===== src/sv/bluc_pkg.sv =====
package bluc_pkg;

  localparam int unsigned DataW  = 32;
  localparam int unsigned AddrW  = 3;
  localparam int unsigned CpW    = 21;

  localparam logic AddrDirection = 1'b0;

  localparam logic [7:0] Unmapped = 8'h3F;

  typedef struct packed {
    logic [1:0] cnt;
    logic [7:0] data0;
    logic       last0;
    logic [7:0] data1;
    logic       last1;
  } res_t;

  function automatic logic is_identity(input logic [7:0] b);
    return (b >= 8'd33 && b <= 8'd126) || (b >= 8'd161 && b <= 8'd172) ||
           (b >= 8'd174);
  endfunction

  function automatic logic [8:0] byte_to_cp(input logic [7:0] b);
    logic [8:0] cp;
    if (is_identity(b)) begin
      cp = {1'b0, b};
    end else if (b < 8'd33) begin
      cp = {1'b1, b};
    end else if (b <= 8'd160) begin
      cp = {1'b1, b - 8'd94};
    end else begin
      cp = {1'b1, 8'd67};
    end
    return cp;
  endfunction

  function automatic logic [7:0] cp_to_byte(input logic [CpW-1:0] cp);
    logic [7:0] r;
    logic [7:0] b;
    r = cp[7:0];
    if (cp[CpW-1:8] == '0) begin
      b = is_identity(r) ? r : Unmapped;
    end else if (cp[CpW-1:9] != '0) begin
      b = Unmapped;
    end else if (r < 8'd33) begin
      b = r;
    end else if (r < 8'd67) begin
      b = r + 8'd94;
    end else if (r == 8'd67) begin
      b = 8'd173;
    end else begin
      b = Unmapped;
    end
    return b;
  endfunction

endpackage


===== src/sv/bluc_xlate.sv =====
module bluc_xlate (
  input  logic          clk_i,
  input  logic          rst_ni,
  input  logic          dir_i,
  input  logic          clr_i,
  input  logic          acc_i,
  input  logic [7:0]    in_byte_i,
  input  logic          in_last_i,
  output bluc_pkg::res_t res_o
);
  import bluc_pkg::*;

  logic [CpW-1:0] cp_q, cp_d, cp_n;
  logic [1:0]     rem_q, rem_d, rem_n;
  logic           emit;
  logic [8:0]     enc_cp;

  always_comb begin
    rem_n = 2'd0;
    cp_n  = cp_q;
    if (rem_q != 2'd0) begin
      rem_n = rem_q - 2'd1;
      unique case (rem_n)
        2'd0:    cp_n = cp_q | {15'd0, in_byte_i[5:0]};
        2'd1:    cp_n = cp_q | {9'd0, in_byte_i[5:0], 6'd0};
        2'd2:    cp_n = cp_q | {3'd0, in_byte_i[5:0], 12'd0};
        default: cp_n = cp_q;
      endcase
    end else begin
      priority if (in_byte_i[7] == 1'b0) begin
        cp_n = {13'd0, in_byte_i};
      end else if (in_byte_i[7:5] == 3'b110) begin
        cp_n  = {10'd0, in_byte_i[4:0], 6'd0};
        rem_n = 2'd1;
      end else if (in_byte_i[7:4] == 4'b1110) begin
        cp_n  = {5'd0, in_byte_i[3:0], 12'd0};
        rem_n = 2'd2;
      end else if (in_byte_i[7:3] == 5'b11110) begin
        cp_n  = {in_byte_i[2:0], 18'd0};
        rem_n = 2'd3;
      end else begin
        cp_n = {13'd0, in_byte_i};
      end
    end
  end

  assign emit   = (rem_n == 2'd0) || in_last_i;
  assign enc_cp = byte_to_cp(in_byte_i);

  always_comb begin
    res_o = '0;
    if (!dir_i) begin
      if (enc_cp[8:7] == 2'b00) begin
        res_o.cnt   = 2'd1;
        res_o.data0 = enc_cp[7:0];
        res_o.last0 = in_last_i;
      end else begin
        res_o.cnt   = 2'd2;
        res_o.data0 = {5'b11000, enc_cp[8:6]};
        res_o.last0 = 1'b0;
        res_o.data1 = {2'b10, enc_cp[5:0]};
        res_o.last1 = in_last_i;
      end
    end else begin
      res_o.cnt   = emit ? 2'd1 : 2'd0;
      res_o.data0 = cp_to_byte(cp_n);
      res_o.last0 = in_last_i;
    end
  end

  always_comb begin
    cp_d  = cp_q;
    rem_d = rem_q;
    if (clr_i) begin
      cp_d  = '0;
      rem_d = 2'd0;
    end else if (acc_i && dir_i) begin
      cp_d  = emit ? '0 : cp_n;
      rem_d = emit ? 2'd0 : rem_n;
    end
  end

  always_ff @(posedge clk_i or negedge rst_ni) begin
    if (!rst_ni) begin
      cp_q  <= '0;
      rem_q <= 2'd0;
    end else begin
      cp_q  <= cp_d;
      rem_q <= rem_d;
    end
  end

  a_state_only_decode: assert property (@(posedge clk_i) disable iff (!rst_ni)
    (rem_q != 2'd0) |-> dir_i)
    else $error("decoder state held in encode mode");

  a_clr_empties: assert property (@(posedge clk_i) disable iff (!rst_ni)
    clr_i |=> (rem_q == 2'd0 && cp_q == '0))
    else $error("decoder state not cleared");

endmodule


===== src/sv/byte_level_unicode_codec.sv =====
// Channel | Direction | Handshake           | Payload
// in      | input     | in_valid_i/in_stall_o   | in_byte_i, in_last_i
// out     | output    | out_valid_o/out_stall_i | out_byte_o, out_last_o
// cfg     | input     | psel/penable/pwrite/pready | paddr, pwdata, prdata
// One request is translated in the cycle it is accepted; its result bytes
// (zero, one or two) land in a three-entry result queue and appear from the
// next cycle. The queue drains one byte a cycle while out_stall_i is low:
// encode of a byte that needs two UTF-8 bytes queues two, any other request
// at most one. in_stall_o rises when two or more result bytes are queued.
// Reset clears the direction (encode), the decoder state and the queue.
module byte_level_unicode_codec (
  input  logic                       clk_i,
  input  logic                       rst_ni,
  input  logic                       in_valid_i,
  output logic                       in_stall_o,
  input  logic [7:0]                 in_byte_i,
  input  logic                       in_last_i,
  output logic                       out_valid_o,
  input  logic                       out_stall_i,
  output logic [7:0]                 out_byte_o,
  output logic                       out_last_o,
  input  logic                       psel,
  input  logic                       penable,
  input  logic                       pwrite,
  input  logic [bluc_pkg::AddrW-1:0] paddr,
  input  logic [bluc_pkg::DataW-1:0] pwdata,
  output logic [bluc_pkg::DataW-1:0] prdata,
  output logic                       pready
);
  import bluc_pkg::*;

  logic       dir_q;
  logic       cfg_wr;
  logic       in_acc;
  logic       pop;
  res_t       res;
  logic [1:0] cnt_q, cnt_d, cnt_after;
  logic [7:0] data_q [3];
  logic [7:0] data_d [3];
  logic       last_q [3];
  logic       last_d [3];

  assign pready = 1'b1;
  assign cfg_wr = psel && penable && pwrite && pready && (paddr[2] == AddrDirection);
  assign prdata = (paddr[2] == AddrDirection) ? {{(DataW-1){1'b0}}, dir_q} : '0;

  always_ff @(posedge clk_i or negedge rst_ni) begin
    if (!rst_ni) begin
      dir_q <= 1'b0;
    end else if (cfg_wr) begin
      dir_q <= pwdata[0];
    end
  end

  assign in_stall_o = cnt_q[1];
  assign in_acc     = in_valid_i && !in_stall_o;

  bluc_xlate u_xlate (
    .clk_i     (clk_i),
    .rst_ni    (rst_ni),
    .dir_i     (dir_q),
    .clr_i     (cfg_wr),
    .acc_i     (in_acc),
    .in_byte_i (in_byte_i),
    .in_last_i (in_last_i),
    .res_o     (res)
  );

  assign out_valid_o = (cnt_q != 2'd0);
  assign out_byte_o  = data_q[0];
  assign out_last_o  = last_q[0];
  assign pop         = out_valid_o && !out_stall_i;
  assign cnt_after   = cnt_q - {1'b0, pop};

  always_comb begin
    for (int i = 0; i < 3; i++) begin
      if (pop && i < 2) begin
        data_d[i] = data_q[(i == 2) ? 2 : i + 1];
        last_d[i] = last_q[(i == 2) ? 2 : i + 1];
      end else begin
        data_d[i] = data_q[i];
        last_d[i] = last_q[i];
      end
      if (in_acc && res.cnt != 2'd0 && cnt_after == 2'(i)) begin
        data_d[i] = res.data0;
        last_d[i] = res.last0;
      end
      if (in_acc && res.cnt == 2'd2 && (cnt_after + 2'd1) == 2'(i)) begin
        data_d[i] = res.data1;
        last_d[i] = res.last1;
      end
    end
    cnt_d = cnt_after + (in_acc ? res.cnt : 2'd0);
  end

  always_ff @(posedge clk_i or negedge rst_ni) begin
    if (!rst_ni) begin
      cnt_q <= 2'd0;
    end else begin
      cnt_q <= cnt_d;
    end
  end

  always_ff @(posedge clk_i) begin
    data_q <= data_d;
    last_q <= last_d;
  end

  a_cnt_bound: assert property (@(posedge clk_i) disable iff (!rst_ni)
    in_acc |-> (({1'b0, cnt_after} + {1'b0, res.cnt}) <= 3'd3))
    else $error("result queue overflow");

  a_drain: assert property (@(posedge clk_i) disable iff (!rst_ni)
    (pop && !in_acc) |=> (cnt_q == $past(cnt_q) - 2'd1))
    else $error("result queue lost or gained an entry");

  a_result_due: assert property (@(posedge clk_i) disable iff (!rst_ni)
    (in_acc && (!dir_q || in_last_i)) |=> out_valid_o)
    else $error("expected result missing");

endmodule

===== config.mk =====
export PLATFORM = sky130hd
export DESIGN_NAME = byte_level_unicode_codec
export DESIGN_NICKNAME = d
export VERILOG_FILES = /design/src/sv/bluc_pkg.sv /design/src/sv/bluc_xlate.sv /design/src/sv/byte_level_unicode_codec.sv
export SDC_FILE = /design/constraint.sdc
export NUM_CORES = 1
export LEC_CHECK = 0
export BUFFER_PORTS_ARGS = -buffer_cell sky130_fd_sc_hd__buf_2
export CORE_MARGIN = 1.5
export CORE_UTILIZATION = 60
export DETAILED_ROUTE_END_ITERATION = 10
export PLACE_DENSITY = 0.93
export SYNTH_ARGS = -nofsm -noshare
export SYNTH_HDL_FRONTEND = slang
export SYNTH_HIERARCHICAL = 1
export SYNTH_SLANG_ARGS = --single-unit

===== constraint.sdc =====
create_clock -name clk_i -period 5.9 [get_ports clk_i]
set_input_delay 1.18 -clock clk_i [delete_from_list [all_inputs] [get_ports clk_i]]
set_output_delay 1.18 -clock clk_i [all_outputs]
set_load 0.02 [all_outputs]

==> metrics.txt, run 1 <==
# TYPE chip_impl_metric gauge
chip_impl_metric{name="setup.reg_to_reg.worst_slack",unit="ns"} 1.59
chip_impl_metric{name="numClockSinks",unit=""} 53
chip_impl_info{name="crit_slowest_cell",value="nand4bb_1"} 1
chip_impl_metric{name="finClkSkew",unit="ns"} 0.00753
chip_impl_metric{name="grt_overflow",unit=""} 0
chip_impl_metric{name="cpPeakStageDelay",unit="ns"} 0.51
chip_impl_metric{name="routed_wl",unit="um"} 11500
chip_impl_metric{name="synth_edf_count",unit=""} 27
chip_impl_info{name="critical_path_endpoint_category",value="register"} 1
chip_impl_info{name="cts_tree",value="yes"} 1
chip_impl_info{name="rsz0062_at_grt",value="false"} 1
chip_impl_metric{name="cap_violations",unit=""} 0
chip_impl_metric{name="design.die.area",unit="um^2"} 8120
chip_impl_metric{name="drt_iter0_markers",unit=""} 759
chip_impl_metric{name="leakage",unit="nW"} 1.76
chip_impl_metric{name="asyncSetResetFlopFracSynth",unit="%"} 49.1
chip_impl_metric{name="powerDensity",unit="nW/um^2"} 344
chip_impl_metric{name="post_synth_num_cell_types",unit=""} 76
chip_impl_metric{name="count_of_vias_placed_by_the_detailed_router",unit=""} 4273
chip_impl_metric{name="cp.required",unit="ns"} 5.84
chip_impl_metric{name="finish.instance_area",unit="um^2"} 4540
chip_impl_metric{name="port_buffers",unit=""} 29
chip_impl_metric{name="vdd.ir_drop.worst",unit="uV"} 209
chip_impl_metric{name="gr-usage-all-layers",unit="%"} 28.4
chip_impl_metric{name="synth_seq_cells",unit=""} 53
chip_impl_metric{name="finalCriticalPeriod",unit="ns"} 4.76
chip_impl_metric{name="area_overhead_of_the_layout_relative_to_synthesis",unit="%"} -0.330
chip_impl_metric{name="core_region_area",unit="um^2"} 7290
chip_impl_metric{name="synth_top_area_share",unit="%"} 17.8
chip_impl_metric{name="finalMaxSlewViolations",unit=""} 0
chip_impl_metric{name="synthCells",unit=""} 538
chip_impl_metric{name="grt_antenna_before_repair",unit=""} 0
chip_impl_metric{name="dpl-instance-area",unit="um^2"} 4450
chip_impl_metric{name="synth_area_per_cell",unit="um^2"} 8.47
chip_impl_metric{name="finalSetupViolCount",unit=""} 0
chip_impl_metric{name="insertion_delay",unit="ns"} 0.31
chip_impl_metric{name="route.detailed.vias_per_inst",unit=""} 6.84
chip_impl_metric{name="htree_levels",unit=""} 2
chip_impl_metric{name="worstPathBufferInverterCount",unit=""} 3
chip_impl_info{name="synth.most_common_cell",value="buf_4"} 1
chip_impl_metric{name="grt_pass1_vias",unit=""} 3815
chip_impl_metric{name="initial_core_util",unit="%"} 62.5
chip_impl_metric{name="max-clock-path-buffers",unit=""} 2
chip_impl_metric{name="postCtsSetupRepairBufs",unit=""} 0
chip_impl_metric{name="wire_per_inst",unit="um"} 18.5
chip_impl_info{name="critical-path-top-delay-family",value="simple AND/OR/NAND/NOR gates"} 1
chip_impl_metric{name="final_tns_setup",unit="ns"} 0
chip_impl_metric{name="clkSlewWorstSetupHoldPaths",unit="ns"} 0.11
chip_impl_info{name="post_synth_main_area_contributors",value="edfxtp_1, dfrtp_1, buf_4, nand2_1, or4_1"} 1
chip_impl_metric{name="drc_markers",unit=""} 0
chip_impl_metric{name="cp_data_arrival_time",unit="ns"} 4.70
chip_impl_info{name="cts-root-buf",value="clkbuf_8"} 1
chip_impl_metric{name="synth_sequential_area_ratio",unit="%"} 32.1
chip_impl_metric{name="place_congestion",unit=""} 0.923
chip_impl_metric{name="fp-row-count",unit=""} 31
chip_impl_info{name="synth.cells.most_frequent",value="buf_4, nand2_1, nor3_1"} 1
chip_impl_info{name="yosysTopAreaCell",value="edfxtp_1"} 1
chip_impl_metric{name="wire_length_of_the_first_global_routing_pass",unit="um"} 19100
chip_impl_info{name="hp-class",value="reg -> reg"} 1
chip_impl_metric{name="cts_hold_buffers",unit=""} 0
chip_impl_metric{name="postRouteAntennaNets",unit=""} 0
chip_impl_metric{name="timing.final.hold_violations",unit=""} 0
chip_impl_metric{name="final_min_period_over_clock_period",unit="%"} 80.7
chip_impl_info{name="critPathLaunchType",value="input port"} 1
chip_impl_metric{name="netlist_area",unit="um^2"} 4560
chip_impl_metric{name="proportion_of_layout_cells_with_a_drive_suffix_above_1",unit="%"} 11.8
chip_impl_metric{name="place.detailed.hpwl",unit="um"} 7990
chip_impl_metric{name="fmaxAchievable",unit="GHz"} 0.210
chip_impl_info{name="crit_path_cell_trace",value="buf_2, inv_1, a21oi_1, nor2_1, or3_1, nand2_1, inv_1, a21oi_1, nand4bb_1, or2_2, nand3_1"} 1
chip_impl_metric{name="worst_slew_pin_slew",unit="ns"} 1.19
chip_impl_metric{name="cts_buffers",unit=""} 5
chip_impl_info{name="synth_flop_cell",value="edfxtp_1"} 1
chip_impl_metric{name="ioPinCount",unit=""} 95
chip_impl_metric{name="dr.pass1.iters",unit=""} 8
chip_impl_metric{name="die_w",unit="um"} 90.1
chip_impl_metric{name="layout.nets",unit=""} 583
chip_impl_metric{name="die_height",unit="um"} 90.1
chip_impl_info{name="run_status",value="completed"} 1
chip_impl_metric{name="fin_worst_hold_slack",unit="ns"} 0.500
chip_impl_info{name="worstSetupPathType",value="in -> reg"} 1
chip_impl_metric{name="post_cts.resized_instances",unit=""} 0
chip_impl_metric{name="antenna_cells_inserted",unit=""} 0
chip_impl_metric{name="grt_start_max_net_pins",unit=""} 39
chip_impl_metric{name="critical_path_peak_fanout",unit=""} 18
chip_impl_metric{name="synth-warning-count",unit=""} 6
chip_impl_metric{name="slew_headroom",unit="%"} 20.3
## cells by family (layout without fill, tap and decap cells)
kind of cell / count (synthesis) / after routing / synth area share [%]
AOI/OAI and AO/OA: 161 / 161 / 25.2
xor gates and xnor gates: 3 / 3 / 0.577
adders and majority gates: 7 / 7 / 1.92
buffers and inverters: 103 / 61 / 13.1
DFF: 53 / 53 / 32.1
muxes: 13 / 13 / 3.13
other: 3 / 33 / 0.247
and+or+nand+nor: 195 / 195 / 23.8
## routing by layer
layer	up-vias	wire, um	global-route usage (%)
met5	-	0	0
met3	40	1480	3.38
met2	350	5050	44.2
li1	1914	-	-
met1	1969	4660	41.0
met4	0	349	9.79
## worst reg2reg max path: stages (launching register included)
cell and delay (ns):
dfrtp_1 0.95, nor4bb_1 0.15, buf_4 0.21, a22oi_2 0.22
nand2_1 0.27, o21ai_1 0.34, o221ai_1 0.24, a311oi_4 0.48
a221oi_1 0.17, a31oi_1 0.29, inv_1 0.09, or4_1 0.54
a31oi_1 0.21
## state kept, by name (all words and copies together) (netlist names)
name,flops
cnt_q,2
data_q,16
dir_q,1
last_q,2
out_byte_o,8
out_last_o,1
u_xlate/cp_q,21
u_xlate/rem_q,2
## metrics by stage
stage	cells	total power, mW	setup WS (ns)	util (%)
3_3_place_gp	617	1.30	1.12	61.0
4_1_cts	625	1.54	1.31	62.3
6_report	625	1.56	1.14	62.3
2_1_floorplan	568	1.21	1.76	-
5_1_grt	625	1.66	0.857	62.3
3_5_place_dp	617	1.32	0.993	61.0
## power by group
group | total (mW) | switching, mW | internal (mW) | leakage (nW)
sequential | 0.558 | 0.0635 | 0.495 | 0.611
clock | 0.222 | 0.136 | 0.0867 | 0.0423
combinational | 0.782 | 0.526 | 0.256 | 1.11
total | 1.56 | 0.725 | 0.838 | 1.76
## path summary, 6_finish.rpt
kind,cells after the start,start,to
max in group asynchronous,1,rst_ni,u_xlate/rem_q[0]
hold / removal,2,u_xlate/cp_q[12],u_xlate/cp_q[12]
setup reg to reg,12,u_xlate/rem_q[1],data_q[14]
hold reg to reg,2,u_xlate/cp_q[12],u_xlate/cp_q[12]
setup / recovery,11,in_byte_i[5],data_q[15]
min in group asynchronous,1,rst_ni,u_xlate/cp_q[0]
## final cells by class
cell class	count	area, um^2
Multi-Input combinational cell	412	2610
Timing Repair Buffer	32	168
Tap cell	99	124
Inverter	21	78.8
Clock buffer	5	68.8
Clock inverter	3	26.3
Fill cell	638	2750
Sequential cell	53	1460
## layout by cell type (no fill, tap or decap), types with 4 or more instances in the layout
master	count
nand2b_1	12
or3_1	4
a21o_1	8
dfrtp_1	26
o21ai_1	5
nor4_1	6
o31ai_1	19
or2_2	4
nand3_1	13
a31oi_1	23
nor2b_1	8
edfxtp_1	27
or4_1	20
and2_1	7
conb_1	33
inv_1	20
a22oi_1	8
buf_2	29
o21a_1	6
nor2_1	25
nor3_1	29
a21oi_1	22
a32o_1	4
mux2_1	9
ha_1	7
a22o_1	8
nand2_1	41
o21ai_0	22
o22ai_1	7
clkbuf_8	5
Note: power is estimated with default switching activity, not from simulation.
==> run 2, diff against run 1 <==
--- a/config.mk
+++ b/config.mk
@@ -7,9 +7,9 @@
 export LEC_CHECK = 0
 export BUFFER_PORTS_ARGS = -buffer_cell sky130_fd_sc_hd__buf_2
 export CORE_MARGIN = 1.5
-export CORE_UTILIZATION = 60
+export CORE_UTILIZATION = 51
 export DETAILED_ROUTE_END_ITERATION = 10
-export PLACE_DENSITY = 0.93
+export PLACE_DENSITY = 0.85
 export SYNTH_ARGS = -nofsm -noshare
 export SYNTH_HDL_FRONTEND = slang
 export SYNTH_HIERARCHICAL = 1
==> constraint.sdc (replaced) <==
create_clock -name clk_i -period 4.3 [get_ports clk_i]
set_input_delay 0.86 -clock clk_i [delete_from_list [all_inputs] [get_ports clk_i]]
set_output_delay 0.86 -clock clk_i [all_outputs]
set_load 0.02 [all_outputs]
==> run 2 against run 1 <==
  * Non-clock buffer count up 30
  * Global-route usage down 2.6 points
  * Die area increased by 17%
==> metrics.txt, run 2 (same netlist as run 1, synthesis figures left out) <==
# TYPE chip_impl_metric gauge
chip_impl_metric{name="worst_slew_pin_slew",unit="ns"} 1.20
chip_impl_metric{name="routed_wl",unit="um"} 12100
chip_impl_metric{name="setup.reg_to_reg.worst_slack",unit="ns"} 0.38
chip_impl_metric{name="dr.pass1.iters",unit=""} 5
chip_impl_metric{name="dr_wl_met3",unit="um"} 990
chip_impl_metric{name="cpPeakStageDelay",unit="ns"} 0.54
chip_impl_info{name="critPathLaunchType",value="input port"} 1
chip_impl_metric{name="drt_iter0_markers",unit=""} 574
chip_impl_info{name="cts_tree",value="yes"} 1
chip_impl_metric{name="clkSlewWorstSetupHoldPaths",unit="ns"} 0.11
chip_impl_metric{name="slew_headroom",unit="%"} 20.3
chip_impl_metric{name="max-clock-path-buffers",unit=""} 2
chip_impl_metric{name="route.detailed.vias_per_inst",unit=""} 6.51
chip_impl_metric{name="vdd.ir_drop.worst",unit="uV"} 204
chip_impl_metric{name="worstPathBufferInverterCount",unit=""} 5
chip_impl_metric{name="initial_core_util",unit="%"} 52.5
chip_impl_metric{name="grt_start_max_net_pins",unit=""} 39
chip_impl_metric{name="setup_slack",unit="ns"} 0.380
chip_impl_metric{name="cts_buffers",unit=""} 5
chip_impl_metric{name="final_tns_setup",unit="ns"} 0
chip_impl_info{name="reg2reg_to",value="data_q[12]"} 1
chip_impl_metric{name="core_region_area",unit="um^2"} 8680
chip_impl_metric{name="timing.final.hold_violations",unit=""} 0
chip_impl_metric{name="numClockSinks",unit=""} 53
chip_impl_metric{name="ioPinCount",unit=""} 95
chip_impl_metric{name="finalMaxSlewViolations",unit=""} 0
chip_impl_metric{name="post-place-ws",unit="ns"} 0.104
chip_impl_info{name="final_common_cell",value="nand2_1"} 1
chip_impl_metric{name="place_congestion",unit=""} 0.969
chip_impl_metric{name="area_overhead_of_the_layout_relative_to_synthesis",unit="%"} 4.83
chip_impl_metric{name="powerDensity",unit="nW/um^2"} 468
chip_impl_info{name="hp-class",value="reg -> reg"} 1
chip_impl_info{name="critPathMostFrequentCell",value="buf_4"} 1
chip_impl_info{name="reg2reg_from",value="u_xlate/rem_q[0]"} 1
chip_impl_metric{name="fp-row-count",unit=""} 34
chip_impl_metric{name="wire_length_of_the_first_global_routing_pass",unit="um"} 20100
chip_impl_info{name="regMostFlops",value="u_xlate/cp_q"} 1
chip_impl_metric{name="fmaxAchievable",unit="GHz"} 0.255
chip_impl_metric{name="grt_pass1_vias",unit=""} 4000
chip_impl_metric{name="finClkSkew",unit="ns"} 0.00623
chip_impl_info{name="crit_path_cell_trace",value="buf_2, nor4bb_1, buf_4, nand2_1, nand2_4, inv_2, ha_1, a22oi_1, nor4_1, a211oi_2, a311oi_4, buf_4, a311oi_1, inv_1, or4_1, a31oi_1"} 1
chip_impl_info{name="top_layer_used",value="met4"} 1
chip_impl_metric{name="postRouteAntennaNets",unit=""} 0
chip_impl_metric{name="met2RoutedLength",unit="um"} 5690
chip_impl_metric{name="die_height",unit="um"} 97.5
chip_impl_metric{name="port_buffers",unit=""} 29
chip_impl_metric{name="layout.nets",unit=""} 613
chip_impl_metric{name="totalPowerFinal",unit="mW"} 2.24
chip_impl_metric{name="htree_levels",unit=""} 2
chip_impl_info{name="worstSetupPathType",value="in -> reg"} 1
chip_impl_info{name="crit_slowest_cell",value="or4_1"} 1
chip_impl_metric{name="finalCriticalPeriod",unit="ns"} 3.92
chip_impl_metric{name="final_min_period_over_clock_period",unit="%"} 91.2
chip_impl_info{name="rsz0062_at_grt",value="false"} 1
chip_impl_metric{name="leakage",unit="nW"} 1.91
chip_impl_metric{name="design.die.area",unit="um^2"} 9510
chip_impl_info{name="layout.cells.most_common_list",value="nand2_1, conb_1, buf_4"} 1
chip_impl_metric{name="cp.required",unit="ns"} 4.47
chip_impl_metric{name="met1_length",unit="um"} 5150
chip_impl_metric{name="drc_markers",unit=""} 0
chip_impl_info{name="run_status",value="completed"} 1
chip_impl_info{name="setup.worst_path.start",value="in_byte_i[7]"} 1
chip_impl_info{name="critical-path-top-delay-family",value="compound AO/OA/AOI/OAI gates"} 1
chip_impl_metric{name="post_cts.resized_instances",unit=""} 0
chip_impl_metric{name="grt_antenna_before_repair",unit=""} 0
chip_impl_metric{name="rr_worst_depth",unit=""} 12
chip_impl_metric{name="cap_violations",unit=""} 0
chip_impl_metric{name="antenna_cells_inserted",unit=""} 0
chip_impl_metric{name="proportion_of_layout_cells_with_a_drive_suffix_above_1",unit="%"} 16.5
chip_impl_metric{name="critical_path_peak_fanout",unit=""} 7
chip_impl_metric{name="cp_data_arrival_time",unit="ns"} 4.09
chip_impl_metric{name="postCtsSetupRepairBufs",unit=""} 0
chip_impl_metric{name="cts_hold_buffers",unit=""} 0
chip_impl_metric{name="critical_path_cell_count",unit=""} 16
chip_impl_info{name="cts-root-buf",value="clkbuf_8"} 1
chip_impl_metric{name="finalSetupViolCount",unit=""} 0
chip_impl_info{name="critical_path_endpoint_category",value="register"} 1
chip_impl_info{name="worst_setup_path_endpoint",value="data_q[12]"} 1
chip_impl_metric{name="place.detailed.hpwl",unit="um"} 8800
chip_impl_metric{name="gr-usage-all-layers",unit="%"} 25.8
chip_impl_metric{name="count_of_vias_placed_by_the_detailed_router",unit=""} 4322
chip_impl_metric{name="die_w",unit="um"} 97.5
chip_impl_metric{name="grt_overflow",unit=""} 0
chip_impl_metric{name="wire_per_inst",unit="um"} 18.3
chip_impl_metric{name="largest_register_ff_count",unit=""} 21
chip_impl_metric{name="insertion_delay",unit="ns"} 0.32
==> run 2: changes by cell type in the layout (fill, tap and decap cells not counted), sizes merged <==
cell | before | now
clkinvlp | 2 | 1
buf | 32 | 62
clkinv | 0 | 1
==> run 2: area by class of cell <==
class | instances | area, um^2
fill | 814 | 3900
clock buffer | 5 | 68.8
clock inverter | 3 | 25.0
tap | 108 | 135
timing repair buffer | 62 | 393
multi-input combinational | 412 | 2610
inverter | 21 | 78.8
sequential | 53 | 1460
==> run 2: layer usage <==
metal	GRT usage [%]	vias up
met1	36.7	2071
met5	0	-
met3	3.17	32
li1	-	1974
met4	7.58	0
met2	41.2	245
==> run 2: worst register-to-register path: stages (launching register included) <==
cell	delay [ns]
dfrtp_1	0.50
buf_4	0.30
inv_1	0.18
a2111oi_0	0.50
o22ai_1	0.20
a211oi_2	0.23
nand3_1	0.20
nor3_1	0.25
nor4_1	0.11
a311oi_1	0.45
inv_1	0.13
or4_1	0.54
a31oi_1	0.19
==> run 2: where the power goes <==
group | internal, mW | total, mW | switching (mW)
sequential | 0.678 | 0.736 | 0.0579
clock | 0.118 | 0.313 | 0.195
combinational | 0.418 | 1.19 | 0.769
total | 1.21 | 2.24 | 1.02
==> run 2: how the worst min path moves through the flow <==
stage | startpoint | to | depth (start not counted)
floorplan | u_xlate/cp_q[3] | u_xlate/cp_q[3] | 2
global placement | u_xlate/cp_q[3] | u_xlate/cp_q[3] | 2
detailed placement | u_xlate/cp_q[3] | u_xlate/cp_q[3] | 2
CTS | u_xlate/cp_q[3] | u_xlate/cp_q[3] | 2
global route | u_xlate/cp_q[15] | u_xlate/cp_q[15] | 1
finish | u_xlate/cp_q[3] | u_xlate/cp_q[3] | 2
==> run 2: through the flow <==
step | utilization [%] | area [um^2] | hold WS [ns] | instances
floorplan | - | 4670 | 0.444 | 568
global route | 55.0 | 4780 | 0.524 | 664
detailed placement | 54.0 | 4680 | 0.467 | 656
finish | 55.0 | 4780 | 0.493 | 664
global placement | 54.0 | 4680 | 0.462 | 656
CTS | 55.0 | 4780 | 0.495 | 664
